<file path="src/wkw_pkg.sv">
// ----------------------------------------------------------------------------
// wkw_pkg
// Shared types and constants for the windowed keyed watchdog.
// ----------------------------------------------------------------------------
package wkw_pkg;

   localparam logic [1:0] OP_TICK  = 2'd0;
   localparam logic [1:0] OP_READ  = 2'd1;
   localparam logic [1:0] OP_WRITE = 2'd2;

   localparam logic [4:0] OFS_CTRL    = 5'd0;
   localparam logic [4:0] OFS_IRQ     = 5'd4;
   localparam logic [4:0] OFS_TIMEOUT = 5'd8;
   localparam logic [4:0] OFS_WINDOW  = 5'd12;
   localparam logic [4:0] OFS_SERVICE = 5'd16;
   localparam logic [4:0] OFS_COUNT   = 5'd20;
   localparam logic [4:0] OFS_KEY     = 5'd24;

   localparam int CTL_ENABLE_BIT   = 0;
   localparam int CTL_SOFTLOCK_BIT = 4;
   localparam int CTL_HARDLOCK_BIT = 5;
   localparam int CTL_ITR_BIT      = 6;
   localparam int CTL_WINDOWED_BIT = 7;
   localparam int CTL_RIA_BIT      = 8;
   localparam int CTL_KEYED_BIT    = 9;

   localparam logic [31:0] CTL_RESET  = 32'hff00_011b;
   localparam logic [31:0] TO_RESET   = 32'h0003_fde0;
   localparam logic [31:0] TO_MIN     = 32'h0000_0100;
   localparam logic [15:0] FIX_FIRST  = 16'hc520;
   localparam logic [31:0] FIX_SECOND = 32'h0000_d928;

   typedef struct packed {
      logic [1:0]  operation;
      logic [4:0]  reg_offset;
      logic [31:0] write_data;
   } req_type;

   typedef struct packed {
      logic [31:0] read_data;
      logic        irq_level;
      logic        system_reset;
      logic        invalid_access;
   } rsp_type;

   // (17 * key + 3) mod 2^16
   function automatic logic [15:0] next_key(input logic [15:0] key);
      logic [15:0] shifted;
      begin
         shifted  = {key[11:0], 4'd0};
         next_key = shifted + key + 16'd3;
      end
   endfunction

endpackage

</file>
<file path="src/wkw_core.sv">
// ----------------------------------------------------------------------------
// wkw_core
// Watchdog register file, down counter and service logic; one item per
// cycle, result formed combinationally from the current state.
// ----------------------------------------------------------------------------
module wkw_core
   import wkw_pkg::*;
(
   input  logic    clock,
   input  logic    reset,
   input  logic    item_valid,
   input  req_type item,
   output rsp_type result
);

   logic [31:0] control_ff, control_in;
   logic        irq_ff, irq_in;
   logic [31:0] timeout_ff, timeout_in;
   logic [31:0] window_ff, window_in;
   logic [15:0] last_svc_ff, last_svc_in;
   logic [15:0] key_ff, key_in;
   logic [31:0] count_ff, count_in;
   logic [1:0]  seen_ff, seen_in;

   logic        unlocked;
   logic        enabled;
   logic [1:0]  seen_inc;
   logic [15:0] svc_low;
   logic [31:0] rd;
   logic        rst;
   logic        inv;

   always_comb begin
      control_in  = control_ff;
      irq_in      = irq_ff;
      timeout_in  = timeout_ff;
      window_in   = window_ff;
      last_svc_in = last_svc_ff;
      key_in      = key_ff;
      count_in    = count_ff;
      seen_in     = seen_ff;
      rd          = '0;
      rst         = 1'b0;
      inv         = 1'b0;
      unlocked    = !control_ff[CTL_SOFTLOCK_BIT] && !control_ff[CTL_HARDLOCK_BIT];
      enabled     = control_ff[CTL_ENABLE_BIT];
      seen_inc    = seen_ff + 2'd1;
      svc_low     = item.write_data[15:0];

      case (item.operation)
         OP_TICK: begin
            if (enabled) begin
               if (count_ff <= 32'd1) begin
                  count_in = timeout_ff;
                  if (control_ff[CTL_ITR_BIT] && seen_inc == 2'd1) begin
                     seen_in = seen_inc;
                     irq_in  = 1'b1;
                  end else begin
                     rst     = 1'b1;
                     seen_in = 2'd0;
                  end
               end else begin
                  count_in = count_ff - 32'd1;
               end
            end
         end
         OP_READ: begin
            unique case (item.reg_offset)
               OFS_CTRL:    rd = control_ff;
               OFS_IRQ:     rd = {31'd0, irq_ff};
               OFS_TIMEOUT: rd = timeout_ff;
               OFS_WINDOW:  rd = window_ff;
               OFS_COUNT:   rd = enabled ? 32'd0 : count_ff;
               default:     rd = '0;
            endcase
         end
         OP_WRITE: begin
            unique case (item.reg_offset)
               OFS_CTRL: begin
                  if (unlocked) control_in = item.write_data;
               end
               OFS_IRQ: begin
                  if (item.write_data[0]) irq_in = 1'b0;
               end
               OFS_TIMEOUT: begin
                  if (unlocked) begin
                     timeout_in = item.write_data;
                     if (enabled || last_svc_ff != 16'd0)
                        count_in = (item.write_data > TO_MIN) ? item.write_data : TO_MIN;
                  end
               end
               OFS_WINDOW: begin
                  if (unlocked) window_in = item.write_data;
               end
               OFS_SERVICE: begin
                  if (control_ff[CTL_WINDOWED_BIT] && !(count_ff < window_ff)) begin
                     inv = 1'b1;
                     rst = control_ff[CTL_RIA_BIT] && enabled;
                  end else begin
                     last_svc_in = svc_low;
                     if (control_ff[CTL_KEYED_BIT]) begin
                        if (svc_low == next_key(key_ff)) begin
                           key_in   = svc_low;
                           count_in = timeout_ff;
                           seen_in  = 2'd0;
                        end
                     end else if (last_svc_ff == FIX_FIRST && item.write_data == FIX_SECOND) begin
                        control_in[CTL_SOFTLOCK_BIT] = 1'b0;
                        count_in = timeout_ff;
                        seen_in  = 2'd0;
                     end
                  end
               end
               OFS_KEY: begin
                  if (unlocked) key_in = svc_low;
               end
               default: ;
            endcase
         end
         default: ;
      endcase

      result.read_data      = rd;
      result.irq_level      = irq_in;
      result.system_reset   = rst;
      result.invalid_access = inv;
   end

   always_ff @(posedge clock) begin
      if (reset) begin
         control_ff  <= CTL_RESET;
         irq_ff      <= 1'b0;
         timeout_ff  <= TO_RESET;
         window_ff   <= '0;
         last_svc_ff <= '0;
         key_ff      <= '0;
         count_ff    <= TO_RESET;
         seen_ff     <= '0;
      end else if (item_valid) begin
         control_ff  <= control_in;
         irq_ff      <= irq_in;
         timeout_ff  <= timeout_in;
         window_ff   <= window_in;
         last_svc_ff <= last_svc_in;
         key_ff      <= key_in;
         count_ff    <= count_in;
         seen_ff     <= seen_in;
      end
   end

endmodule

</file>
<file path="src/windowed_keyed_watchdog.sv">
// ----------------------------------------------------------------------------
// windowed_keyed_watchdog
// Watchdog with fixed-pair or keyed service, window check and interrupt-first
// timeout; each tick, read or write transfer yields one result transfer.
// ----------------------------------------------------------------------------
// Path: an input transfer is captured in the input register, then the state
//   update goes into the result register, which raises result valid; a
//   stalled result register holds the input register back.
// Throughput: one item per cycle while rsp_tready is high; the result register
//   and the input register each hand over while the next side drains.
// Reset: synchronous, active high; restores all watchdog registers to their
//   power-on values and empties both pipeline stages.
module windowed_keyed_watchdog
   import wkw_pkg::*;
(
   input  logic        clock,
   input  logic        reset,
   input  logic        req_tvalid,
   output logic        req_tready,
   input  logic [39:0] req_tdata,  // [4:0] reg_offset, [36:5] write_data, [39:37] zero
   input  logic [1:0]  req_tuser,  // [1:0] operation
   output logic        rsp_tvalid,
   input  logic        rsp_tready,
   output logic [39:0] rsp_tdata   // [31:0] read_data, [32] irq_level,
                                   // [33] system_reset, [34] invalid_access, [39:35] zero
);

   logic    in_valid_ff, in_valid_in;
   req_type in_item_ff;
   logic    out_valid_ff, out_valid_in;
   rsp_type out_rsp_ff;
   rsp_type core_rsp;
   logic    advance;
   logic    take;

   assign advance    = in_valid_ff && (!out_valid_ff || rsp_tready);
   assign req_tready = !in_valid_ff || advance;
   assign take       = req_tvalid && req_tready;

   assign in_valid_in  = take || (in_valid_ff && !advance);
   assign out_valid_in = advance || (out_valid_ff && !rsp_tready);

   wkw_core u_core (
      .clock      (clock),
      .reset      (reset),
      .item_valid (advance),
      .item       (in_item_ff),
      .result     (core_rsp)
   );

   always_ff @(posedge clock) begin
      if (reset) begin
         in_valid_ff  <= 1'b0;
         out_valid_ff <= 1'b0;
      end else begin
         in_valid_ff  <= in_valid_in;
         out_valid_ff <= out_valid_in;
      end
   end

   always_ff @(posedge clock) begin
      if (take) begin
         in_item_ff.operation  <= req_tuser;
         in_item_ff.reg_offset <= req_tdata[4:0];
         in_item_ff.write_data <= req_tdata[36:5];
      end
      if (advance) out_rsp_ff <= core_rsp;
   end

   assign rsp_tvalid = out_valid_ff;
   assign rsp_tdata  = {5'd0, out_rsp_ff.invalid_access, out_rsp_ff.system_reset,
                        out_rsp_ff.irq_level, out_rsp_ff.read_data};

endmodule

</file>
<file path="config.mk">
export PLATFORM = sky130hd
export DESIGN_NAME = windowed_keyed_watchdog
export DESIGN_NICKNAME = d
export VERILOG_FILES = /design/src/wkw_pkg.sv /design/src/wkw_core.sv /design/src/windowed_keyed_watchdog.sv
export SDC_FILE = /design/constraint.sdc
export NUM_CORES = 1
export LEC_CHECK = 0
export BUFFER_PORTS_ARGS = -buffer_cell sky130_fd_sc_hd__buf_2
export CAP_MARGIN = 40
export CORE_MARGIN = 1.5
export CORE_UTILIZATION = 35
export CTS_CLUSTER_SIZE = 40
export DETAILED_ROUTE_END_ITERATION = 7
export GPL_TIMING_DRIVEN = 0
export PLACE_DENSITY_LB_ADDON = 0.15
export SYNTH_ARGS = -nofsm -noshare
export SYNTH_HDL_FRONTEND = slang
export SYNTH_SLANG_ARGS = --single-unit
</file>
<file path="constraint.sdc">
create_clock -name clock -period 4 [get_ports clock]
set_input_delay 0.4 -clock clock [delete_from_list [all_inputs] [get_ports clock]]
set_output_delay 0.4 -clock clock [all_outputs]
set_load 0.005 [all_outputs]
</file>
Yosys cells after proc, flatten, opt, wreduce, memory -nomap -nowiden
Index checks and enable logic that the tools add are counted.
- add/subtract/negate cells: 4
- order comparisons: 3
- equal/unequal tests: 31
- mux-type cells: 45
- bitwise logic cells: 1
- reduce and logical (&&, ||, !) cells: 36
- operators with widths (cell ; number):
    $mux W32 ; 10
    $pmux W32 S5 ; 1
    $pmux W32 S2 ; 2
    $mux W16 ; 4
    $eq A32 B16 Y1 const B ; 1
    $gt A32 B9 Y1 const B ; 1
    $le A32 B1 Y1 const B ; 1
    $lt A32 B32 Y1 ; 1
    $pmux W16 S2 ; 1
    $sub A32 B1 Y32 const B ; 1
    $add A16 B16 Y16 ; 1
    $add A16 B2 Y16 const B ; 1
    $eq A16 B16 Y1 ; 1
    $eq A16 B16 Y1 const B ; 1
    $mux W2 ; 8
    $reduce_and A4 Y1 ; 4
    $reduce_bool A16 Y1 ; 1
    $eq A5 B5 Y1 const B ; 3
    $mux W1 ; 14
    $ne A2 B1 Y1 const B ; 7
    $reduce_and A7 Y1 ; 2
    $eq A5 B4 Y1 const B ; 2
    $logic_and A1 B1 Y1 ; 9
    $ne A3 B3 Y1 const B ; 3
    other kinds (21) ; 40
- register bits: 239
- output and inout port bits: 42

Logic depth before layout (Yosys ltp)
Gate-level depths: netlist (run 1).
- depth in word-level cells: 8
- mapped depth: 14
- gate-level depth less buffers: 12

Hierarchy
Synthesis (run 1) repeated with hierarchy kept, for this count alone.
- cell total of the unflattened synthesis: 1395
- area, all modules: 12177.9 µm²
- modules (own cells, without submodules) (module ; instances ; cells each ; area an instance (µm²) ; seq. area each (µm²)):
    wkw_core ; 1 ; 1305 ; 9810.7 ; 3263.1
    windowed_keyed_watchdog ; 1 ; 90 ; 2367.3 ; 2262.2

Worst setup path after synthesis (run 1)
OpenSTA, ideal clock, no wires.
- path kind: register to register
- from: reg u_core.key_ff[3]
- to: reg u_core.count_ff[28]
- library setup time: 0.070 ns
- arrival time: 3.068 ns
- slack: 0.862 ns
- stages on the path, launching flop included: 13
- path buffers: 1
- cells stage by stage: dfxtp_1 -> ha_1 -> inv_2 -> o41a_1 -> a21oi_1 -> mux2i_1 -> nand4_1 -> or4b_4 -> nor4_4 -> o21ai_2 -> buf_6 -> or3_1 -> a21oi_1
- cells in the longest elaborated chain, start to end: 5
- RTL lines (item ; RTL line ; source):
    from (decl) ; wkw_core.sv:21 ; logic [15:0] key_ff, key_in;
    from (signal assigned) ; wkw_core.sv:145 ; key_ff <= key_in;
    $add A16 B16 Y16 ; wkw_pkg.sv:51 ; next_key = shifted + key + 16'd3;
    $add A16 B2 Y16 ; wkw_pkg.sv:51 ;
    $eq A16 B16 Y1 ; wkw_core.sv:102 ; if (svc_low == next_key(key_ff)) begin
    $ne A4 B4 Y1 (no source line) ; - ;
    $reduce_and A9 Y1 (no source line) ; - ;
    to (signal assigned) ; wkw_core.sv:146 ; count_ff <= count_in;
    to (decl) ; wkw_core.sv:22 ; logic [31:0] count_ff, count_in;
Every way passes these cells.
A chain may end at the register's enable or synchronous reset.

Final worst setup path (run 1)
- from: reg u_core.key_ff[8]
- to: reg u_core.count_ff[8]
The elaborated chain is that of the path after synthesis.

==> summary.md, run 1 <==
| Metric | Value |
|---|---|
| Number of nets in the layout | `1603` |
| Multi-input gate area in the final layout | `5802 um2` |
| Minimum clock period after layout | `3.839 ns` |
| FP Rows | `67` |
| Outcome | `complete, no violations` |
| Routed Wire Length | `41120 um` |
| Routed via count | `10.92k` |
| Maximum number of pins on one net before global-route repair | `29` |
| Setup Crit Path Kind | `flop to flop` |
| Flops & latches, synth | `239` |
| Critical path startpoint category | `flop` |
| DP Area | `12950 um2` |
| # clock sinks | `239` |
| Buffer levels on the longest clock path | `3` |
| Source of the worst register-to-register timing path | `u_core.key_ff[8]` |
| Max Clk Rate | `260.5 MHz` |
| Remaining antenna violation count after routing | `0` |
| Final instance area | `14090 um2` |
| Clock edge transition at the registers on the reported setup and hold paths | `0.06 ns` |
| Core area | `33530 um2` |
| Transition at the pin with the smallest max-transition slack | `0.9170 ns` |
| Fillers | `3424` |
| # Max-Cap Violations | `0` |
| Fraction of final layout cells with drive strength greater than 1 | `10.95%` |
| Slew HR | `38.74%` |
| Layout Area Growth over Synthesis | `18.17%` |
| Aggregate global-route resource usage | `22.71%` |
| TritonCTS Buffers | `29` |
| Die height | `187.6 um` |
| Seq. cell area | `5525 um2` |
| Insertion delay of the later-clocked pin in the worst-skew pair | `0.56 ns` |
| Port Buf Inserts | `79` |
| Number of DRC violations after detailed routing | `0` |
| Leakage | `5.256 nW` |
| Flop-to-flop setup slack | `0.16 ns` |
| Mean number of vias per cell | `5.507` |
| Worst clock skew on the final layout | `0.01551 ns` |
| Final Hold Fails | `0` |
| Number of max-slew violations in the final report | `0` |
| Diodes inserted | `0` |
| Gate count of the mapped netlist | `1378` |
| Die span in x | `187.6 um` |
| Buffer type at the clock tree root | `clkbuf_16` |
| Remaining global-route overflow | `0` |
| Initial antenna violation count | `1` |
| Most used flip-flop cell after synthesis | `dfxtp_1` |
| Synth async-reset ratio | `0%` |
| First-pass detailed-route iteration total | `8` |
| Final core utilization | `42.03%` |
| Critical Path Start | `u_core.key_ff[8]` |
| Worst IR Drop VDD | `0.3251 mV` |
| Worst reg2reg path depth | `13` |
| Finished Layout Cells | `1982` |
| Data arrival at the endpoint of the critical path | `4.26 ns` |
| Last weighted congestion value of the routability-driven placer | `0.8828` |
| Cell area power density | `401.4 nW/um2` |
| Capture point of the worst reg-to-reg path | `u_core.count_ff[8]` |
| Setup TNS | `0 ns` |
| CTS tree | `done` |
| Start point of the worst min-delay path | `req_tdata[12]` |
| Post-DP HPWL | `29740 um` |
| Crit share post-route | `95.97%` |
| Total of warnings raised by yosys | `0` |
| Detailed router's first-iteration violation count | `1246` |
| Number of placed instances with taps included | `1913` |
| First-pass GRT wire length | `61380 um` |
| Count of distinct cell types in the synthesized netlist | `71` |
| Post-layout power | `5.657 mW` |
| Average instance area after synthesis | `8.654 um2` |
| Final setup fails | `0` |
| Setup repair after global routing missed its margin | `no` |
| Kind of end point of the critical path | `flop` |
| Required time worst endpoint | `4.42 ns` |
| CP Capture Point | `u_core.count_ff[8]` |
| Number of global-route vias before repair | `9945` |
| DR WL/cell | `20.75 um` |
| Worst hold path type | `input pin to flop` |
| Level count of the clock H-tree | `1` |
| Effective utilization at floorplan | `35.56%` |
| Area of the die | `35190 um2` |
| I/O pin count | `88` |
| Number of flops mapped to enable cells by yosys | `74` |
| Worst Path Max Fanout | `10` |
| Sequential cell area fraction in the yosys report | `46.33%` |
| Cell area after synthesis | `11930 um2` |
==> state kept, by name (all words and copies together), names as in the netlist <==
name	cells
u_core.timeout_ff	32
in_item_ff	39
rsp_tvalid	1
u_core.irq_ff	1
in_valid_ff	1
rsp_tdata	35
u_core.count_ff	32
u_core.seen_ff	2
u_core.control_ff	32
u_core.last_svc_ff	16
u_core.key_ff	16
u_core.window_ff	32
==> cell usage after synthesis (27+ instances only) <==
cell | instances | share of area (%)
o21ai_0 | 42 | 1.8
nand2_1 | 271 | 8.5
xnor2_1 | 27 | 2.0
nand3_1 | 47 | 2.0
dfxtp_1 | 165 | 28
a222oi_1 | 32 | 2.7
edfxtp_1 | 74 | 19
inv_1 | 57 | 1.8
clkbuf_1 | 80 | 2.5
nor2_1 | 114 | 3.6
ha_1 | 46 | 4.8
mux2i_1 | 37 | 3.1
a21oi_1 | 153 | 6.4
==> repair_timing <==
action / CTS / global route
hold buffers: 14 / 1
hold endpoints to repair: 14 / 1
endpoints found under the setup margin: 0 / 20
setup buffers: 0 / 0
gates resized for setup: 0 / 6
==> kinds of logic after synthesis <==
family                     after synthesis  share of synthesized area, %
and+or+nand+nor                        529                         19.47
adders and majority gates               46                         4.826
xor gates and xnor gates                40                         3.053
buffers and inverters                  156                         5.298
muxes                                   39                         3.295
DFF                                    239                         46.33
other                                    1                       0.03145
AOI/OAI and AO/OA                      328                         17.69
==> stage by stage <==
| step | setup WS, ns | hold WS (ns) |
|---|---|---|
| after floorplan | 0.8619 | 0.4366 |
| after global placement | 0.03064 | 0.4420 |
| after global routing | 0.001758 | 0.001682 |
| after detailed placement | 0.1318 | 0.4489 |
| final | 0.1614 | 0.01238 |
| after CTS | 0.09709 | 0.00007200 |
==> placed cells by master, fill, tap and decap left out, drive strengths merged, types with 7 or more instances in the layout <==
cell type,count
nand2,271
a211oi,10
nor4,21
o21ai,44
xor2,12
o221ai,9
clkinv,11
ha,46
xnor2,27
nand3,47
o22ai,12
edfxtp,74
and2,7
a222oi,32
a21o,9
clkbuf,117
o311ai,9
or3,9
mux2i,37
buf,99
dfxtp,165
a21oi,154
nor3,18
inv,59
dlygate4sd3,15
nand4,10
nor2,114
==> cell type report <==
type | count | share of cell area, %
multi-input cells | 987 | 41.17
flip-flops and latches | 239 | 39.21
clock buffers | 36 | 5.407
repair buffers | 98 | 4.279
well taps | 448 | 3.978
plain buffers | 98 | 2.948
inverters | 58 | 1.545
clock inverters | 18 | 1.465
==> worst min-delay path by stage <==
| stage | to | slack [ns] | depth (start not counted) |
|---|---|---|---|
| global route | in_item_ff[1] | 0.002 | 1 |
| global placement | u_core.control_ff[20] | 0.44 | 2 |
| detailed placement | u_core.control_ff[13] | 0.45 | 2 |
| floorplan | u_core.control_ff[10] | 0.44 | 2 |
| CTS | in_item_ff[15] | 0.00007 | 1 |
| finish | in_item_ff[7] | 0.01 | 1 |
==> report_power, final <==
group	leakage, nW	internal (mW)	switching (mW)
combinational	2.72	0.134	0.246
sequential	2.07	2.55	0.0527
clock	0.470	1.61	1.06
total	5.26	4.29	1.36
==> layer usage <==
layer | up-vias | global-route usage, % | wire length [um]
met1 | 5142 | 33.47 | 19090
met2 | 520 | 34.05 | 17510
met4 | 0 | 6.185 | 945
met5 | - | 0 | 0
met3 | 64 | 3.818 | 3578
li1 | 5189 | - | -
==> worst max-delay path, stage by stage, from the launching register on <==
cell and delay, ns:
dfxtp_1 0.42, ha_1 0.26, clkbuf_1 0.17, a21o_1 0.25
a211oi_1 0.27, o2111ai_1 0.15, nor3_1 0.19, nand4_1 0.15
or4b_4 0.55, nor4_4 0.28, o21ai_2 0.19, clkbuf_1 0.33
a2111oi_0 0.40, a21oi_1 0.08
Power figures use the tool's default switching activity.
==> run 2, diff against run 1 <==
--- a/config.mk
+++ b/config.mk
@@ -5,6 +5,7 @@
 export SDC_FILE = /design/constraint.sdc
 export NUM_CORES = 1
 export LEC_CHECK = 0
+export ABC_AREA = 1
 export BUFFER_PORTS_ARGS = -buffer_cell sky130_fd_sc_hd__buf_2
 export CAP_MARGIN = 40
 export CORE_MARGIN = 1.5
==> constraint.sdc (replaced) <==
create_clock -name clock -period 4 [get_ports clock]
set_input_delay 0.8 -clock clock [delete_from_list [all_inputs] [get_ports clock]]
set_output_delay 0.8 -clock clock [all_outputs]
set_load 0.005 [all_outputs]
==> run 2 against run 1 <==
Clock-buffer cell count increased by 2; area after synthesis grew 8.4%; worst setup slack improved by 0.84 ns; first-iteration DRC count shrank 3.4%; highest routed layer unchanged; sequential power barely moved; maximum frequency increased by 28%; synthesized cell count up 24%.
==> summary.md, run 2 <==
| Metric | Value |
|---|---|
| Number of max-slew violations in the final report | `0 (unchanged)` |
| Buffer levels on the longest clock path | `3 (unchanged)` |
| Most used flip-flop cell after synthesis | `dfxtp_1` |
| Initial antenna violation count | `0 (-1)` |
| Crit share post-route | `75.08% (-21 points)` |
| Number of global-route vias before repair | `12.03k (+21%)` |
| Aggregate global-route resource usage | `25.54% (+2.8 points)` |
| Kind of end point of the critical path | `flop` |
| Critical path startpoint category | `flop` |
| Number of flops mapped to enable cells by yosys | `74 (unchanged)` |
| Outcome | `complete, no violations` |
| Detailed router's first-iteration violation count | `1204 (-3.4%)` |
| Gate count of the mapped netlist | `1715 (+24%)` |
| Worst IR Drop VDD | `0.3279 mV (+0.85%)` |
| Last weighted congestion value of the routability-driven placer | `0.9327 (+5.7%)` |
| Leakage | `6.343 nW (+21%)` |
| Number of nets in the layout | `1922 (+20%)` |
| Number of flip-flops under the largest register name | `39 (unchanged)` |
| Minimum clock period after layout | `3.003 ns (-0.8356 ns)` |
| Most common cell in the netlist | `nand2_1` |
| Post-DP HPWL | `39090 um (+31%)` |
| I/O pin count | `88 (unchanged)` |
| Layout Area Growth over Synthesis | `15.41%` |
| Clock edge transition at the registers on the reported setup and hold paths | `0.07 ns (about the same)` |
| Most common library cells after synthesis | `nand2_1, inv_1, nor2_1, dfxtp_1, a21oi_1` |
| Port Buf Inserts | `79 (unchanged)` |
| Sw Pwr | `1.483 mW (+8.8%)` |
| Cell area power density | `389.3 nW/um2 (-3.0%)` |
| FP Rows | `70 (+4.5%)` |
| Slowest library cell on the worst path | `clkbuf_1` |
| Leading cell type in the layout, fill and taps excluded | `nand2_1` |
| Required time worst endpoint | `4.41 ns (about the same)` |
| Count of distinct cell types in the synthesized netlist | `47 (-34%)` |
| Total of warnings raised by yosys | `0 (unchanged)` |
| First-pass GRT wire length | `73380 um (+20%)` |
| Remaining antenna violation count after routing | `0 (unchanged)` |
| Remaining global-route overflow | `0 (unchanged)` |
| Core area | `36520 um2 (+8.9%)` |
| Slew HR | `42.17% (+3.4 points)` |
| Cell area after synthesis | `12920 um2 (+8.4%)` |
| Worst clock skew on the final layout | `0.02270 ns (+0.007188 ns)` |
| Fraction of power consumed by combinational cells | `8.2% (+1.5 points)` |
| Setup repair after global routing missed its margin | `no` |
| Cts hold-fix bufs | `0 (-14)` |
| Sequential cell area fraction in the yosys report | `42.75% (-3.6 points)` |
| Worst hold path type | `input pin to flop` |
| Die height | `195.2 um (+4.0%)` |
| Max Clk Rate | `333.0 MHz (+28%)` |
| Maximum number of pins on one net before global-route repair | `40 (+38%)` |
| Worst Path Max Fanout | `10 (unchanged)` |
| Effective utilization at floorplan | `35.39% (-0.18 points)` |
| Top cell type's share of synthesized area | `25.56% (-2.1 points)` |
| Buffer type at the clock tree root | `clkbuf_16` |
| TritonCTS Buffers | `28 (-3.4%)` |
| CP Cell Sequence | `inv_1 > ha_1 > nand2_1 > nor2_2 > nand2_1 > nor2_4 > nand3_2 > nand2_1 > nand2_1 > clkbuf_1 > nand3_1 > o211ai_1 > o221ai_1 > nand4_1 > nand3_1` |
| CTS tree | `done` |
| Insertion delay of the later-clocked pin in the worst-skew pair | `0.56 ns (about the same)` |
| Synth async-reset ratio | `0% (unchanged)` |
| # clock sinks | `239 (unchanged)` |
| Final setup fails | `0 (unchanged)` |
| CP most frequent cell | `nand2_1` |
| Fraction of final layout cells with drive strength greater than 1 | `9.503% (-1.4 points)` |
| Area of the die | `38090 um2 (+8.2%)` |
| Routed via count | `12.63k (+16%)` |
| Average instance area after synthesis | `7.536 um2 (-13%)` |
| Diodes inserted | `0 (unchanged)` |
| Number of DRC violations after detailed routing | `0 (unchanged)` |
| P_int | `4.324 mW (+0.71%)` |
| Mean number of vias per cell | `5.444 (-1.2%)` |
| Switching power share of the total | `25.54% (+1.4 points)` |
| Setup Crit Path Kind | `flop to flop` |
| Flops & latches, synth | `239 (unchanged)` |
| Final core utilization | `40.84% (-1.2 points)` |
| Cell type with the largest total area after synthesis | `dfxtp_1` |
| Largest incremental delay on the critical path | `0.52 ns (-0.03 ns)` |
| Post_cts resized | `0 (unchanged)` |
| Data arrival at the endpoint of the critical path | `3.41 ns (-0.85 ns)` |
| # Max-Cap Violations | `0 (unchanged)` |
| Final Hold Fails | `0 (unchanged)` |
| Largest register by flop count | `in_item_ff` |
| Most used cells in the layout excluding fill and tap cells | `nand2_1, inv_1, nor2_1` |
| Routed Wire Length | `49480 um (+20%)` |
| Share of power burned in registers | `45.2% (-0.8 points)` |
| First-pass detailed-route iteration total | `6 (-2)` |
| Level count of the clock H-tree | `1 (unchanged)` |
| Setup TNS | `0 ns (unchanged)` |
| Die span in x | `195.2 um (+4.0%)` |
| Leading post-synthesis cells by cell area | `dfxtp_1, edfxtp_1, nand2_1` |
| Transition at the pin with the smallest max-transition slack | `0.8674 ns (-0.04951 ns)` |
| Post-CTS Setup Bufs | `0 (unchanged)` |
| DR WL/cell | `21.33 um (+2.8%)` |
| Share of power burned in the clock network | `46.6% (-0.7 points)` |
[run 2: cell types whose count changed in the layout (fill, tap and decap cells not counted), sizes merged, moves of 18 or more]
cell    before  now
xnor2       27    9
a222oi      32    0
nor2       114  202
nand3       47   99
o221ai       9   28
o211ai       4   32
mux2i       37    0
inv         59  230
o21ai       44  129
nand2      271  295
nand4       10   53
[run 2: worst paths after layout]
check | startpoint | endpoint | slack, ns | depth (start not counted)
worst min register to register | u_core.seen_ff[1] | u_core.seen_ff[1] | 0.46 | 2
worst max register to register | u_core.count_ff[0] | u_core.count_ff[12] | 1.0 | 15
worst min-delay path | req_tdata[3] | in_item_ff[35] | 0.41 | 1
worst max-delay path | u_core.count_ff[0] | u_core.count_ff[12] | 1.0 | 15
[run 2: per-layer routing]
| layer | GRT usage, % | wire length [um] |
|---|---|---|
| met5 | 0 | 0 |
| met4 | 9.130 | 1610 |
| met3 | 4.266 | 3925 |
| met2 | 38.90 | 21410 |
| met1 | 36.32 | 22530 |
[run 2: logic make-up after synthesis]
family / share of synthesized area, %
xor gates and xnor gates: 2.101
adders and majority gates: 4.453
buffers and inverters: 9.749
DFF: 42.75
and+or+nand+nor: 22.89
AOI/OAI and AO/OA: 18.03
other: 0.02902
[run 2: worst max-delay path: cells and delay by family (launching register included)]
family,cells,cell delay (ns)
AND/OR/NAND/NOR,10,1.16
buffers and inverters,2,0.71
flip-flops,1,0.41
AO/OA/AOI/OAI,2,0.31
adder cells (fa/ha/maj),1,0.25
[run 2: layout make-up]
cell class / instances / area [um2]
Fill cell: 3806 / 21610
Multi-Input combinational cell: 1162 / 6153
Sequential cell: 239 / 5525
Inverter: 229 / 859.6
Clock buffer: 38 / 810.8
Tap cell: 468 / 585.6
Timing Repair Buffer: 81 / 420.4
Buffer: 89 / 400.4
Clock inverter: 14 / 160.2
[run 2: through the flow]
| step | power [mW] | std cells | cell area (um2) | hold slack [ns] | setup WS [ns] |
|---|---|---|---|---|---|
| 6_report | 5.807 | 2320 | 14920 | 0.4093 | 0.9970 |
| 5_1_grt | 5.996 | 2320 | 14920 | 0.4017 | 0.8070 |
| 3_3_place_gp | 3.135 | 2266 | 13920 | 0.4527 | 0.7506 |
| 3_5_place_dp | 3.139 | 2268 | 13940 | 0.4555 | 0.9808 |
| 2_1_floorplan | 2.939 | 1719 | 12940 | 0.4342 | 1.806 |
| 4_1_cts | 5.840 | 2320 | 14920 | 0.3978 | 1.066 |
[run 2: power by group through the flow]
stage	registers (mW)	logic (mW)	clock network, mW
global route	2.63	0.522	2.85
floorplan	2.65	0.292	0
CTS	2.62	0.468	2.75
global placement	2.68	0.459	0
detailed placement	2.67	0.465	0
finish	2.62	0.475	2.71
==> run 3, diff against run 2 <==
--- a/config.mk
+++ b/config.mk
@@ -5,7 +5,7 @@
 export SDC_FILE = /design/constraint.sdc
 export NUM_CORES = 1
 export LEC_CHECK = 0
-export ABC_AREA = 1
+export ABC_AREA = 0
 export BUFFER_PORTS_ARGS = -buffer_cell sky130_fd_sc_hd__buf_2
 export CAP_MARGIN = 40
 export CORE_MARGIN = 1.5
==> constraint.sdc (replaced) <==
create_clock -name clock -period 2.9 [get_ports clock]
set_input_delay 0.58 -clock clock [delete_from_list [all_inputs] [get_ports clock]]
set_output_delay 0.58 -clock clock [all_outputs]
set_load 0.005 [all_outputs]
==> run 3 against run 2 <==
The run now ends with negative setup slack left; largest cell class unchanged; first-iteration DRC count rose by 4.8%; register-to-register slack worse by 1.5 ns; sequential power is 37% higher; power rose by 32%; sequential cell count did not move.
==> summary.md, run 3 (synthesis gave the netlist of run 1 again) <==
| Metric | Value |
|---|---|
| Number of max-slew violations in the final report | `0 (unchanged)` |
| Fillers | `3414 (-10%)` |
| Mean number of vias per cell | `5.584 (+2.6%)` |
| Buffer type at the clock tree root | `clkbuf_16` |
| Hold slack final | `0.1996 ns (-0.2097 ns)` |
| Die height | `187.6 um (-3.9%)` |
| CP Cell Sequence | `ha_4 > inv_4 > o41a_1 > a21oi_2 > mux2i_1 > nand4_1 > or4b_4 > nor4_4 > o21ai_4 > buf_8 > clkbuf_16 > o21ai_1 > a21oi_1` |
| Maximum number of pins on one net before global-route repair | `27 (-33%)` |
| Placement-stage worst setup slack | `-0.8643 ns (-1.845 ns)` |
| Buffer levels on the longest clock path | `3 (unchanged)` |
| I/O pin count | `88 (unchanged)` |
| Remaining antenna violation count after routing | `0 (unchanged)` |
| Transition at the pin with the smallest max-transition slack | `0.9166 ns (+0.04917 ns)` |
| Layout Area Growth over Synthesis | `23.29%` |
| Cell area power density | `520.9 nW/um2 (+34%)` |
| Hold Path Depth | `1 (unchanged)` |
| Slew HR | `38.89% (-3.3 points)` |
| Setup TNS | `-20.71 ns (-20.71 ns)` |
| First-pass detailed-route iteration total | `8 (+2)` |
| Slowest library cell on the worst path | `or4b_4` |
| TritonCTS Buffers | `28 (unchanged)` |
| Worst clock skew on the final layout | `0.01042 ns (-0.01228 ns)` |
| Last weighted congestion value of the routability-driven placer | `0.9103 (-2.4%)` |
| Number of flip-flops under the largest register name | `39 (unchanged)` |
| Post-layout power | `7.659 mW (+32%)` |
| Post-DP HPWL | `30190 um (-23%)` |
| Level count of the clock H-tree | `1 (unchanged)` |
| Top delay family on crit path | `compound AO/OA/AOI/OAI gates` |
| CTS tree | `done` |
| Number of DRC violations after detailed routing | `0 (unchanged)` |
| Port Buf Inserts | `79 (unchanged)` |
| Final core utilization | `43.85% (+3.0 points)` |
| Number of global-route vias before repair | `10.35k (-14%)` |
| Final setup fails | `51 (+51)` |
| Flop-to-flop setup slack | `-0.49 ns (-1.49 ns)` |
| Cts hold-fix bufs | `0 (unchanged)` |
| Leading cell type in the layout, fill and taps excluded | `nand2_1` |
| Crit path buf inv count | `3 (+1)` |
| Initial antenna violation count | `0 (unchanged)` |
| Hold path endpoint | `in_item_ff[2]` |
| Worst Path Max Fanout | `8 (-2)` |
| Detailed router's first-iteration violation count | `1262 (+4.8%)` |
| Max Clk Rate | `295.0 MHz (-11%)` |
| Leakage | `5.413 nW (-15%)` |
| Outcome | `finished with violations` |
| Die span in x | `187.6 um (-3.9%)` |
| # Max-Cap Violations | `0 (unchanged)` |
| Worst hold path type | `input pin to flop` |
| Clock edge transition at the registers on the reported setup and hold paths | `0.07 ns (about the same)` |
| Aggregate global-route resource usage | `23.90% (-1.6 points)` |
| Violations in the final reports | `negative setup slack` |
| First-pass GRT wire length | `64560 um (-12%)` |
| DR WL/cell | `21.56 um (+1.1%)` |
| Source of the worst register-to-register timing path | `u_core.key_ff[7]` |
| Worst reg2reg path depth | `13 (-2)` |
| Setup repair after global routing missed its margin | `yes` |
| Crit share post-route | `116.9% (+42 points)` |
| Core area | `33530 um2 (-8.2%)` |
| Start point of the worst min-delay path | `req_tdata[7]` |
| Number of nets in the layout | `1611 (-16%)` |
| Effective utilization at floorplan | `35.56% (+0.18 points)` |
| Data arrival at the endpoint of the critical path | `3.81 ns (+0.40 ns)` |
| Routed via count | `11.10k (-12%)` |
| Largest incremental delay on the critical path | `0.56 ns (+0.04 ns)` |
| Minimum clock period after layout | `3.390 ns (+0.3873 ns)` |
| Capture point of the worst reg-to-reg path | `u_core.count_ff[29]` |
| Finished Layout Cells | `1988 (-14%)` |
| Largest register by flop count | `in_item_ff` |
| Kind of end point of the critical path | `flop` |
| Routed Wire Length | `42850 um (-13%)` |
| Final instance area | `14700 um2 (-1.4%)` |
| Number of placed instances with taps included | `1913 (-16%)` |
| Fraction of final layout cells with drive strength greater than 1 | `18.25% (+8.7 points)` |
| Least setup slack across all paths after layout | `-0.4904 ns (-1.487 ns)` |
| Final Hold Fails | `0 (unchanged)` |
| Critical path startpoint category | `flop` |
| DP Area | `13060 um2 (-6.3%)` |
| Worst IR Drop VDD | `0.4775 mV (+46%)` |
| # clock sinks | `239 (unchanged)` |
| Area of the die | `35190 um2 (-7.6%)` |
| Required time worst endpoint | `3.32 ns (-1.09 ns)` |
| Diodes inserted | `0 (unchanged)` |
| Insertion delay of the later-clocked pin in the worst-skew pair | `0.56 ns (about the same)` |
| Most used cells in the layout excluding fill and tap cells | `nand2_1, dfxtp_1, a21oi_1` |
| FP Rows | `67 (-4.3%)` |
| Remaining global-route overflow | `0 (unchanged)` |
| Setup Crit Path Kind | `flop to flop` |
[run 3: worst max-delay path by stage]
| stage | cells past startpoint | end | slack, ns | startpoint |
|---|---|---|---|---|
| after CTS | 12 | u_core.count_ff[29] | -0.68 | u_core.key_ff[4] |
| after floorplan | 12 | u_core.count_ff[28] | -0.15 | u_core.key_ff[3] |
| after detailed placement | 10 | u_core.count_ff[5] | -0.86 | in_item_ff[13] |
| after global routing | 12 | u_core.count_ff[28] | -0.59 | u_core.key_ff[7] |
| final | 13 | u_core.count_ff[29] | -0.49 | u_core.key_ff[7] |
| after global placement | 9 | u_core.count_ff[7] | -1.19 | in_item_ff[13] |
[run 3: cell type report]
type,instances,area (um2),area share [%]
buffer,93,485.5,3.302
clock buffer,36,762.0,5.183
clock inverter,15,145.1,0.9871
inverter,58,220.2,1.498
multi-input combinational,987,6261,42.58
sequential,239,5554,37.78
tap,448,560.5,3.812
timing repair buffer,112,714.4,4.859
[run 3: layer usage]
layer / global-route usage [%] / part of all wire, % / vias up
li1: - / - / 5221
met1: 35.45 / 47 / 5334
met2: 34.72 / 42 / 469
met3: 4.548 / 8.4 / 77
met4: 7.477 / 2.9 / 0
met5: 0 / 0 / -
[run 3: where the power goes]
group | internal [mW] | switching [mW] | total (mW) | leakage, nW
logic | 0.201 | 0.361 | 0.562 | 2.90
clock network | 2.03 | 1.47 | 3.50 | 0.438
registers | 3.51 | 0.0845 | 3.59 | 2.07
[run 3: repair_timing]
item / in CTS / in global routing
cloned: 3 / 0
hold endpoints to repair: 0 / 0
setup endpoints to repair: 69 / 129
gates resized for setup: 73 / 79
buffers inserted: 15 / 11
pin swaps: 27 / 20
[run 3: worst register-to-register path, delay by kind of cell, from the launching register on]
| family | cells | cell delay [ns] |
|---|---|---|
| flip-flops | 1 | 0.37 |
| adder cells (fa/ha/maj) | 1 | 0.31 |
| AO/OA/AOI/OAI | 5 | 0.99 |
| multiplexers | 1 | 0.22 |
| buffers and inverters | 3 | 0.39 |
| AND/OR/NAND/NOR | 3 | 0.98 |
